**src/design/pdd_pkg.sv**
```systemverilog
// ----------------------------------------------------------------------------
// pdd_pkg
// shared widths, constants and register codes of the proximity dwell detector
// ----------------------------------------------------------------------------
package pdd_pkg;

    localparam int TAG_COUNT = 4;
    localparam int TAG_W     = 2;
    localparam int DIST_W    = 16;
    localparam int SUM_W     = DIST_W + 2;
    localparam int HIT_W     = 3;
    localparam int CFG_IDX_W = 2;
    localparam int CFG_DAT_W = 16;

    typedef logic [TAG_W-1:0]  t_tag;
    typedef logic [DIST_W-1:0] t_dist;
    typedef logic [SUM_W-1:0]  t_sum;
    typedef logic [HIT_W-1:0]  t_hit;

    typedef enum logic [CFG_IDX_W-1:0] {
        CFG_NEAR_LIMIT  = 2'd0,
        CFG_STILL_LIMIT = 2'd1,
        CFG_HOLD_TICKS  = 2'd2,
        CFG_COUNT_NEED  = 2'd3
    } t_cfg_idx;

    typedef enum logic {
        FUNC_SAMPLE = 1'b0,
        FUNC_TICK   = 1'b1
    } t_func;

    localparam t_dist RST_NEAR_LIMIT  = 16'd1200;
    localparam t_dist RST_STILL_LIMIT = 16'd10;
    localparam t_dist RST_HOLD_TICKS  = 16'd100;
    localparam t_hit  RST_COUNT_NEED  = 3'd3;

endpackage

```
**src/design/pdd_in_if.sv**
```systemverilog
// ----------------------------------------------------------------------------
// pdd_in_if
// input channel: distance samples and time ticks
// ----------------------------------------------------------------------------
interface pdd_in_if;
    import pdd_pkg::*;

    logic  valid;
    logic  ready;
    logic  func;
    t_tag  tag_id;
    t_dist distance_mm;

    modport source (output valid, output func, output tag_id, output distance_mm,
                    input ready);
    modport sink   (input valid, input func, input tag_id, input distance_mm,
                    output ready);
endinterface

```
**src/design/pdd_out_if.sv**
```systemverilog
// ----------------------------------------------------------------------------
// pdd_out_if
// result channel: access decision, hold-off status and average distance
// ----------------------------------------------------------------------------
interface pdd_out_if;
    import pdd_pkg::*;

    logic  valid;
    logic  ready;
    logic  access_granted;
    logic  hold_active;
    t_dist average_mm;

    modport source (output valid, output access_granted, output hold_active,
                    output average_mm, input ready);
    modport sink   (input valid, input access_granted, input hold_active,
                    input average_mm, output ready);
endinterface

```
**src/design/proximity_dwell_detector_core.sv**
```systemverilog
// ----------------------------------------------------------------------------
// proximity_dwell_detector_core
// per-tag four-sample averaging, speed estimate and dwell-based access grant
// ----------------------------------------------------------------------------
// a result passes the input register and then the result register
// throughput: one item per cycle while the output is not stalled, input register and result register in line
// ready stays high while the result register drains or is empty
// reset (synchronous, active low) clears tag histories, hit counters,
// the hold-off counter, pipeline valids and loads the register defaults
module proximity_dwell_detector_core (
    input  logic                      i_clk,
    input  logic                      i_rst_n,
    input  logic                      i_cfg_we,
    input  logic [pdd_pkg::CFG_IDX_W-1:0] i_cfg_idx,
    input  logic [pdd_pkg::CFG_DAT_W-1:0] i_cfg_data,
    pdd_in_if.sink                    i_in,
    pdd_out_if.source                 o_out
);
    import pdd_pkg::*;

    // configuration registers
    t_dist r_near_limit;
    t_dist r_still_limit;
    t_dist r_hold_ticks;
    t_hit  r_count_need;

    // input register
    logic  r_in_valid;
    logic  r_in_func;
    t_tag  r_in_tag;
    t_dist r_in_dist;

    // per-tag history and hit counters
    t_dist r_dist1 [TAG_COUNT];
    t_dist r_dist2 [TAG_COUNT];
    t_dist r_dist3 [TAG_COUNT];
    t_sum  r_sum1  [TAG_COUNT];
    t_sum  r_sum2  [TAG_COUNT];
    t_sum  r_sum3  [TAG_COUNT];
    t_hit  r_hit   [TAG_COUNT];
    t_dist r_holdoff;

    // result register
    logic  r_out_valid;
    logic  r_out_grant;
    logic  r_out_hold;
    t_dist r_out_avg;

    logic  advance;
    logic  in_xfer;
    logic  tag_ok;
    logic  is_sample;
    t_sum  sum;
    t_sum  diff;
    logic  near;
    logic  still;
    t_hit  hit_inc;
    t_hit  n_hit;
    t_dist n_holdoff;
    logic  n_grant;
    t_dist n_avg;

    // the compute stage moves on when the result register is free or draining
    assign advance   = !r_out_valid || o_out.ready;
    assign i_in.ready = !r_in_valid || advance;
    assign in_xfer   = i_in.valid && i_in.ready;

    assign o_out.valid          = r_out_valid;
    assign o_out.access_granted = r_out_grant;
    assign o_out.hold_active    = r_out_hold;
    assign o_out.average_mm     = r_out_avg;

    // ---------------------------------------------------------------
    // decision logic for the item in the input register
    // ---------------------------------------------------------------
    always_comb begin
        tag_ok    = 32'(r_in_tag) < TAG_COUNT;
        is_sample = (r_in_func == FUNC_SAMPLE) && tag_ok;

        // exact four-sample sum, 18 bits never overflows
        sum  = SUM_W'(r_in_dist) + SUM_W'(r_dist1[r_in_tag])
             + SUM_W'(r_dist2[r_in_tag]) + SUM_W'(r_dist3[r_in_tag]);
        diff = (sum >= r_sum3[r_in_tag]) ? sum - r_sum3[r_in_tag]
                                         : r_sum3[r_in_tag] - sum;

        // average < near is sum < 4*near, speed < still is diff < 8*still
        near  = sum < {r_near_limit, 2'b00};
        still = {1'b0, diff} < {r_still_limit, 3'b000};

        hit_inc   = r_hit[r_in_tag] + 3'd1;
        n_hit     = r_hit[r_in_tag];
        n_holdoff = r_holdoff;
        n_grant   = 1'b0;
        n_avg     = '0;

        if (r_in_func == FUNC_TICK) begin
            if (r_holdoff != '0) begin
                n_holdoff = r_holdoff - 16'd1;
            end
        end else if (tag_ok) begin
            n_avg = sum[SUM_W-1:2];
            // decision only when no hold-off runs and the tag is near
            if (r_holdoff == '0 && near) begin
                if (still) begin
                    if (hit_inc == r_count_need) begin
                        n_hit   = '0;
                        n_grant = 1'b1;
                    end else begin
                        n_hit     = hit_inc;
                        n_holdoff = r_hold_ticks;
                    end
                end else begin
                    // near but moving loses its hits
                    n_hit = '0;
                end
            end
        end
    end

    // ---------------------------------------------------------------
    // configuration, pipeline and state registers
    // ---------------------------------------------------------------
    always_ff @(posedge i_clk) begin
        if (!i_rst_n) begin
            r_near_limit  <= RST_NEAR_LIMIT;
            r_still_limit <= RST_STILL_LIMIT;
            r_hold_ticks  <= RST_HOLD_TICKS;
            r_count_need  <= RST_COUNT_NEED;
        end else if (i_cfg_we) begin
            unique case (t_cfg_idx'(i_cfg_idx))
                CFG_NEAR_LIMIT:  r_near_limit  <= i_cfg_data;
                CFG_STILL_LIMIT: r_still_limit <= i_cfg_data;
                CFG_HOLD_TICKS:  r_hold_ticks  <= i_cfg_data;
                CFG_COUNT_NEED:  r_count_need  <= i_cfg_data[HIT_W-1:0];
                default: ;
            endcase
        end
    end

    // input register, payload loads on every transfer
    always_ff @(posedge i_clk) begin
        if (!i_rst_n) begin
            r_in_valid <= 1'b0;
        end else if (i_in.ready) begin
            r_in_valid <= i_in.valid;
        end
        if (in_xfer) begin
            r_in_func <= i_in.func;
            r_in_tag  <= i_in.tag_id;
            r_in_dist <= i_in.distance_mm;
        end
    end

    // tag state updates when the item leaves the input register
    always_ff @(posedge i_clk) begin
        if (!i_rst_n) begin
            for (int t = 0; t < TAG_COUNT; t++) begin
                r_dist1[t] <= '0;
                r_dist2[t] <= '0;
                r_dist3[t] <= '0;
                r_sum1[t]  <= '0;
                r_sum2[t]  <= '0;
                r_sum3[t]  <= '0;
                r_hit[t]   <= '0;
            end
            r_holdoff <= '0;
        end else if (r_in_valid && advance) begin
            r_holdoff <= n_holdoff;
            if (is_sample) begin
                r_dist3[r_in_tag] <= r_dist2[r_in_tag];
                r_dist2[r_in_tag] <= r_dist1[r_in_tag];
                r_dist1[r_in_tag] <= r_in_dist;
                r_sum3[r_in_tag]  <= r_sum2[r_in_tag];
                r_sum2[r_in_tag]  <= r_sum1[r_in_tag];
                r_sum1[r_in_tag]  <= sum;
                r_hit[r_in_tag]   <= n_hit;
            end
        end
    end

    // result register
    always_ff @(posedge i_clk) begin
        if (!i_rst_n) begin
            r_out_valid <= 1'b0;
        end else if (advance) begin
            r_out_valid <= r_in_valid;
        end
        if (advance && r_in_valid) begin
            r_out_grant <= n_grant;
            r_out_hold  <= n_holdoff != '0;
            r_out_avg   <= n_avg;
        end
    end

endmodule

```
**src/flat_wrapper.sv**
```systemverilog
// flat-port wrapper written by rule: the top's interface ports become plain ports
module proximity_dwell_detector_core_flat import pdd_pkg::*;
  (i_clk, i_rst_n, i_cfg_we, i_cfg_idx, i_cfg_data, i_in_valid, i_in_func, i_in_tag_id, i_in_distance_mm, i_in_ready, o_out_valid, o_out_access_granted, o_out_hold_active, o_out_average_mm, o_out_ready);
  pdd_in_if i_in_i ();
  pdd_out_if o_out_i ();
  input  logic i_clk;
  input  logic i_rst_n;
  input  logic i_cfg_we;
  input  logic [pdd_pkg::CFG_IDX_W-1:0] i_cfg_idx;
  input  logic [pdd_pkg::CFG_DAT_W-1:0] i_cfg_data;
  input wire logic [$bits(i_in_i.valid)-1:0] i_in_valid;
  input wire logic [$bits(i_in_i.func)-1:0] i_in_func;
  input wire logic [$bits(i_in_i.tag_id)-1:0] i_in_tag_id;
  input wire logic [$bits(i_in_i.distance_mm)-1:0] i_in_distance_mm;
  output wire logic [$bits(i_in_i.ready)-1:0] i_in_ready;
  output wire logic [$bits(o_out_i.valid)-1:0] o_out_valid;
  output wire logic [$bits(o_out_i.access_granted)-1:0] o_out_access_granted;
  output wire logic [$bits(o_out_i.hold_active)-1:0] o_out_hold_active;
  output wire logic [$bits(o_out_i.average_mm)-1:0] o_out_average_mm;
  input wire logic [$bits(o_out_i.ready)-1:0] o_out_ready;
  assign i_in_i.valid = i_in_valid;
  assign i_in_i.func = i_in_func;
  assign i_in_i.tag_id = i_in_tag_id;
  assign i_in_i.distance_mm = i_in_distance_mm;
  assign i_in_ready = i_in_i.ready;
  assign o_out_valid = o_out_i.valid;
  assign o_out_access_granted = o_out_i.access_granted;
  assign o_out_hold_active = o_out_i.hold_active;
  assign o_out_average_mm = o_out_i.average_mm;
  assign o_out_i.ready = o_out_ready;
  proximity_dwell_detector_core u_core (.i_clk(i_clk), .i_rst_n(i_rst_n), .i_cfg_we(i_cfg_we), .i_cfg_idx(i_cfg_idx), .i_cfg_data(i_cfg_data), .i_in(i_in_i), .o_out(o_out_i));
endmodule
```
**config.mk**
```make
export PLATFORM = sky130hd
export DESIGN_NAME = proximity_dwell_detector_core_flat
export DESIGN_NICKNAME = d
export VERILOG_FILES = /design/src/design/pdd_pkg.sv /design/src/design/pdd_in_if.sv /design/src/design/pdd_out_if.sv /design/src/design/proximity_dwell_detector_core.sv /design/src/flat_wrapper.sv
export SDC_FILE = /design/constraint.sdc
export NUM_CORES = 1
export LEC_CHECK = 0
export ABC_AREA = 1
export BUFFER_PORTS_ARGS = -buffer_cell sky130_fd_sc_hd__buf_2
export CAP_MARGIN = 20
export CORE_ASPECT_RATIO = 1.4
export CORE_MARGIN = 3
export CORE_UTILIZATION = 60
export DETAILED_ROUTE_END_ITERATION = 10
export GPL_ROUTABILITY_DRIVEN = 0
export GPL_TIMING_DRIVEN = 0
export PLACE_DENSITY = 0.83
export SLEW_MARGIN = 20
export SYNTH_ARGS = -nofsm -noshare
export SYNTH_HDL_FRONTEND = slang
export SYNTH_SLANG_ARGS = --single-unit
```
**constraint.sdc**
```tcl
create_clock -name i_clk -period 28.2 [get_ports i_clk]
set_clock_uncertainty 0.2 [all_clocks]
set_input_delay 1.41 -clock i_clk [delete_from_list [all_inputs] [get_ports i_clk]]
set_output_delay 1.41 -clock i_clk [all_outputs]
set_load 0.01 [all_outputs]
```
==> out/qor.csv, run 1 <==
stage;metric;value;unit
status;outcome;completed;
cells_and_area;post-route-util;0.672;
yosys;synth_enable_flop_cells;457;
placement;portBuffers;61;
yosys;ys_ff_latch;528;
route;drt_iter0_drc;2841;
sta;finalSetupViolations;0;
sta;grt_setup_unrepaired;false;
min_path;hold_path.class;register to register;
cells_and_area;final_cell_mix;nor2_1 (596), edfxtp_1 (457), nand2_1 (363);
sta;fmax;0.0756;GHz
die;die_y;254;um
clock_tree;numCtsBuffers;46;
setup_path;cp_common_cell;nand2_1;
setup_path;critPathMaxFanout;10;
setup_path;critPathArrivalTime;13.35;ns
sta;finalCritPeriodShare;0.469;
die;rows;90;
setup_path;cpMaxStageDelayCell;xnor2_1;
clock_tree;hold_buffers;0;
placement;dp_cells;3431;
yosys;synth_cells;2790;
setup_path;start_kind;register;
die;fp.dieW;183;um
setup_path;required;28.33;ns
die;io_pins;62;
power;ir_drop;0.231;mV
route;drc;0;
route;wl;79900;um
clock_tree;cts_resized;0;
power;powerDensity;111;nW/um2
global_route;grt_usage;0.341;
yosys;yosysSeqAreaShare;0.576;
yosys;async_flop_share;0;
route;viasPerCell;6.26;
global_route;antenna_found_initial;0;
yosys;synth_warnings;0;
cells_and_area;layout_commonest_cell;nor2_1;
clock_tree;insertion_delay;0.58;ns
route;vias;22000;
sta;relSlewSlack;0.168;
die;core_area;43200;um2
cells_and_area;drive_above_1_share;0.0689;
global_route;grt_start_max_net_pins;47;
sta;hold_viol_final;0;
cells_and_area;diodes;0;
run;drv_cap;0;
placement;place_hpwl;56100;um
sta;holdWs;0.263;ns
global_route;grt_pass1_vias;22100;
die;dieArea;46400;um2
clock_tree;htree_levels;2;
die;start_util;0.608;
cells_and_area;nFillCells;3125;
sta;tightest_slew;1.24;ns
cells_and_area;finalNetCount;3078;
sta;slew_violations;0;
clock_tree;ctsLongestPathBuffers;3;
sta;layout_min_cycle_time;13.22;ns
clock_tree;cts.sinks;528;
yosys;synth.distinct_cells;53;
clock_tree;post_cts_buffers;0;
setup_path;cp-end-kind;register;
clock_tree;cts_tree;built;
global_route;grt_pass1_wl;121000;um
route;dr.pass1.iters;9;
clock_tree;path_clk_slew;0.06;ns
yosys;avgSynthCellArea;9.43;um2
setup_path;critPathKind;register to register;
sta;setup_tns;0;ns
cells_and_area;syn_to_final_growth;10.5;%
cells_and_area;stdcell_count;3513;
clock_tree;root_buffer;clkbuf_16;
yosys;syn_nets;2941;
route;ant_nets;0;
setup_path;cpPeakStageDelay;0.89;ns
route;avgRoutedWirePerCell;22.7;um
yosys;synth_ff_type;edfxtp_1;
yosys;syn_area;26300;um2
power;p_leak;12.0;nW
global_route;grt_overflow_total;0;
-- routing by layer --
layer / routed length [um] / share of wire / global-route usage / vias up
li1: - / - / - / 9666
met1: 25500 / 0.32 / 0.391 / 10200
met2: 38100 / 0.48 / 0.574 / 1704
met3: 8910 / 0.11 / 0.0551 / 449
met4: 7330 / 0.092 / 0.262 / 0
met5: 0 / 0 / 0 / -
-- through the flow --
stage / total power, mW / instance area (um2) / setup WS (ns)
floorplan: 2.07 / 26300 / 14.79
global placement: 2.47 / 27300 / 6.20
detailed placement: 2.52 / 27600 / 15.52
CTS: 3.16 / 29100 / 15.40
global route: 3.42 / 29100 / 14.11
finish: 3.23 / 29100 / 14.98
-- cells in the mapped netlist (4+ instances only) --
library cell | instances | area (um2)
nand4_1 | 26 | 163
clkbuf_1 | 125 | 469
dfxtp_1 | 71 | 1420
xor2_1 | 26 | 228
buf_1 | 6 | 22.5
o21bai_1 | 7 | 52.6
a21oi_1 | 164 | 821
edfxtp_1 | 457 | 13700
o211ai_1 | 11 | 82.6
o22ai_1 | 70 | 438
o21ai_1 | 4 | 20.0
nor2_1 | 596 | 2240
o21ai_0 | 242 | 1210
inv_1 | 316 | 1190
a32oi_1 | 16 | 140
nand2_1 | 366 | 1370
nand2_2 | 10 | 62.6
nand3_2 | 4 | 40.0
buf_2 | 4 | 20.0
xnor2_1 | 17 | 149
clkinv_1 | 6 | 22.5
a32o_1 | 17 | 170
fa_1 | 18 | 360
nor3_1 | 9 | 45.0
nand3_1 | 60 | 300
ha_1 | 91 | 1140
-- path summary, 6_finish.rpt --
path	startpoint	to	slack, ns	cells past startpoint
max	register	u_core.o_out.hold_active	14.98	58
min	u_core.r_hold_ticks[7]	u_core.r_hold_ticks[7]	0.26	2
max reg2reg	register	u_core.o_out.hold_active	14.98	58
min reg2reg	u_core.r_hold_ticks[7]	u_core.r_hold_ticks[7]	0.26	2
-- kinds of logic (layout without fill, tap and decap cells) --
family	count (synthesis)	after routing	share of synthesized area
buffers and inverters	465	636	0.0674
and+or+nand+nor	1092	1092	0.167
xor gates and xnor gates	43	43	0.0143
adders and majority gates	109	109	0.0570
AOI/OAI and AO/OA	553	553	0.118
DFF	528	528	0.576
-- registers in the layout, indices dropped and copies added (netlist names), named ones only --
signal	count
u_core.o_out.average_mm	16
u_core.r_hit	12
u_core.r_in_dist	16
u_core.o_out.hold_active	1
u_core.r_sum3	72
u_core.r_still_limit	16
u_core.r_sum1	72
u_core.r_count_need	3
u_core.r_dist1	64
u_core.r_sum2	72
u_core.r_in_tag	2
u_core.r_hold_ticks	16
u_core.r_near_limit	16
u_core.o_out.access_granted	1
u_core.r_in_valid	1
u_core.r_holdoff	16
u_core.r_dist2	64
u_core.r_dist3	64
u_core.r_in_func	1
u_core.o_out.valid	1
-- where the power goes --
| part | switching, mW | total [mW] | internal [mW] |
|---|---|---|---|
| registers | 0.0140 | 0.910 | 0.896 |
| logic | 1.16 | 1.69 | 0.533 |
| clock network | 0.286 | 0.634 | 0.348 |
| total | 1.46 | 3.23 | 1.78 |
-- layout make-up --
cell class                 count  area (um2)  share of cell area
sequential                   528       15100               0.521
multi-input combinational   1797        9420               0.324
clock buffer                  59        1240              0.0427
inverter                     325        1220              0.0420
tap                          552         691              0.0238
timing repair buffer          89         581              0.0200
buffer                       140         554              0.0191
clock inverter                23         221             0.00762
-- worst max-delay path: cells and delay by family, from the launching register on --
family | cells | cell delay [ns]
flip-flops | 1 | 0.31
buffers and inverters | 13 | 3.42
AND/OR/NAND/NOR | 22 | 3.23
AO/OA/AOI/OAI | 15 | 2.63
adder cells (fa/ha/maj) | 5 | 1.80
XOR/XNOR | 3 | 1.34
(Power assumes the default switching activity.)
==> run 2: changes to the inputs <==
==> constraint.sdc (replaced) <==
create_clock -name i_clk -period 12.9 [get_ports i_clk]
set_clock_uncertainty 0.2 [all_clocks]
set_input_delay 0.645 -clock i_clk [delete_from_list [all_inputs] [get_ports i_clk]]
set_output_delay 0.645 -clock i_clk [all_outputs]
set_load 0.01 [all_outputs]
==> run 2 against run 1 <==
Non-clock buffer count shrank 2. Routed wire length is essentially flat. Maximum frequency up 10%. Cell area is essentially flat. Global-route usage unchanged. Largest cell class unchanged.
==> out/qor.csv, run 2 (synthesized netlist as in run 1, its figures left out) <==
stage;metric;value;unit;change
status;outcome;completed;;
power;ir_drop;0.504;mV;+120%
global_route;grt_pass1_vias;22100;;unchanged
clock_tree;post_cts_buffers;0;;unchanged
cells_and_area;post-route-util;0.673;;about the same
setup_path;cp_common_cell;nand2_1;;
setup_path;start_kind;register;;
clock_tree;cts_tree;built;;
clock_tree;cts.sinks;528;;unchanged
global_route;grt_start_max_net_pins;47;;unchanged
sta;grt_setup_unrepaired;false;;
clock_tree;numCtsBuffers;46;;unchanged
route;avgRoutedWirePerCell;22.7;um;about the same
min_path;holdPathStages;1;;-1
global_route;grt_pass1_wl;121000;um;unchanged
route;wl;79800;um;about the same
die;start_util;0.608;;unchanged
min_path;whs_endpoint;u_core.r_in_dist[4];;
min_path;min_from;i_in_distance_mm[4];;
sta;slew_violations;0;;unchanged
die;die_y;254;um;unchanged
setup_path;cpMaxStageDelayCell;nor3_1;;
clock_tree;root_buffer;clkbuf_16;;
run;drv_cap;0;;unchanged
sta;finalCritPeriodShare;0.932;;+0.463
power;powerDensity;243;nW/um2;+120%
setup_path;critPathArrivalTime;12.15;ns;-1.20 ns
die;io_pins;62;;unchanged
sta;relSlewSlack;0.169;;+0.000653
setup_path;required;13.03;ns;-15.30 ns
placement;place_hpwl;56100;um;unchanged
die;fp.dieW;183;um;unchanged
clock_tree;htree_levels;2;;unchanged
global_route;antenna_found_initial;0;;unchanged
clock_tree;ctsLongestPathBuffers;3;;unchanged
die;rows;90;;unchanged
placement;post_dp_cell_area;27600;um2;unchanged
setup_path;cp-end-kind;register;;
placement;portBuffers;61;;unchanged
sta;finalSetupViolations;0;;unchanged
cells_and_area;final_area;29100;um2;about the same
sta;layout_min_cycle_time;12.02;ns;-1.20 ns
route;dr.pass1.iters;6;;-3
cells_and_area;diodes;0;;unchanged
power;p_leak;12.0;nW;+0.13%
cells_and_area;finalNetCount;3076;;-0.065%
sta;tightest_slew;1.24;ns;-0.000972 ns
route;ant_nets;0;;unchanged
clock_tree;insertion_delay;0.58;ns;about the same
placement;dp_cells;3431;;unchanged
cells_and_area;final_cell_mix;nor2_1 (596), edfxtp_1 (457), nand2_1 (363);;
min_path;hold_path.class;input pin to register;;
route;drt_iter0_drc;2835;;-0.21%
clock_tree;path_clk_slew;0.07;ns;about the same
sta;hold_viol_final;0;;unchanged
setup_path;critPathKind;register to register;;
route;viasPerCell;6.28;;+0.20%
cells_and_area;stdcell_count;3511;;-0.057%
sta;fmax;0.0832;GHz;+10%
cells_and_area;top_regs;u_core.r_sum1 (72), u_core.r_sum2 (72), u_core.r_sum3 (72);;
cells_and_area;syn_to_final_growth;10.5;%;about the same
setup_path;timing.rr.end;u_core.o_out.hold_active;;
setup_path;r2r_setup_slack;0.88;ns;-14.10 ns
cells_and_area;drive_above_1_share;0.0706;;+0.00174
setup_path;cpPeakStageDelay;0.72;ns;-0.17 ns
setup_path;critPathMaxFanout;10;;unchanged
sta;setup_tns;0;ns;unchanged
die;dieArea;46400;um2;unchanged
global_route;grt_usage;0.341;;unchanged
setup_path;ff2ff_path_depth;59;;+1.7%
route;vias;22000;;+0.15%
global_route;grt_overflow_total;0;;unchanged
cells_and_area;layout_commonest_cell;nor2_1;;
route;drc;0;;unchanged
die;core_area;43200;um2;unchanged
==> run 2: worst max path at each step <==
stage | from | end | slack, ns
2_1_floorplan | o_out_ready | u_core.r_dist1[3][0] | 0.26
3_3_place_gp | o_out_ready | u_core.r_sum3[3][4] | -8.33
3_5_place_dp | register | u_core.o_out.hold_active | 0.22
4_1_cts | register | u_core.o_out.hold_active | 0.10
5_1_grt | register | u_core.o_out.hold_active | 0.07
6_report | register | u_core.o_out.hold_active | 0.88
==> run 2: stage by stage <==
step	setup WS, ns	power [mW]	hold slack, ns
5_1_grt	0.0668	7.48	0.0353
3_3_place_gp	-8.33	5.41	0.249
6_report	0.881	7.07	0.0419
4_1_cts	0.105	6.90	0.0316
2_1_floorplan	0.255	4.52	0.229
3_5_place_dp	0.219	5.52	0.250
==> run 2: timing repair <==
action                                  in CTS  in global routing
hold buffers                                 0                  0
endpoints found under the setup margin       0                 30
resized for setup                            0                 10
==> run 2: final cells by class <==
type	instances	area, um2
sequential	528	15100
inverter	325	1220
multi-input combinational	1797	9430
clock inverter	23	221
tap	552	691
buffer	138	552
timing repair buffer	89	581
fill	3125	14200
clock buffer	59	1240
==> run 2: layer usage <==
metal  track usage  up-vias  part of all wire
met5             0        -                 0
met4         0.262        0             0.090
met3        0.0551      448              0.11
met2         0.574     1722              0.48
met1         0.391    10200              0.32
li1              -     9662                 -
==> run 2: report_power, final <==
group | internal (mW) | switching [mW]
clock | 0.761 | 0.624
sequential | 1.96 | 0.0307
combinational | 1.17 | 2.52
total | 3.89 | 3.18
==> run 2: worst max-delay path: cells and delay by family (launching register included) <==
family          cells  cell delay (ns)
buf+inv             8             1.76
flops               1             0.50
simple gates       30             4.36
compound gates     13             2.37
xor+xnor            2             0.38
fa+ha+maj           6             2.14
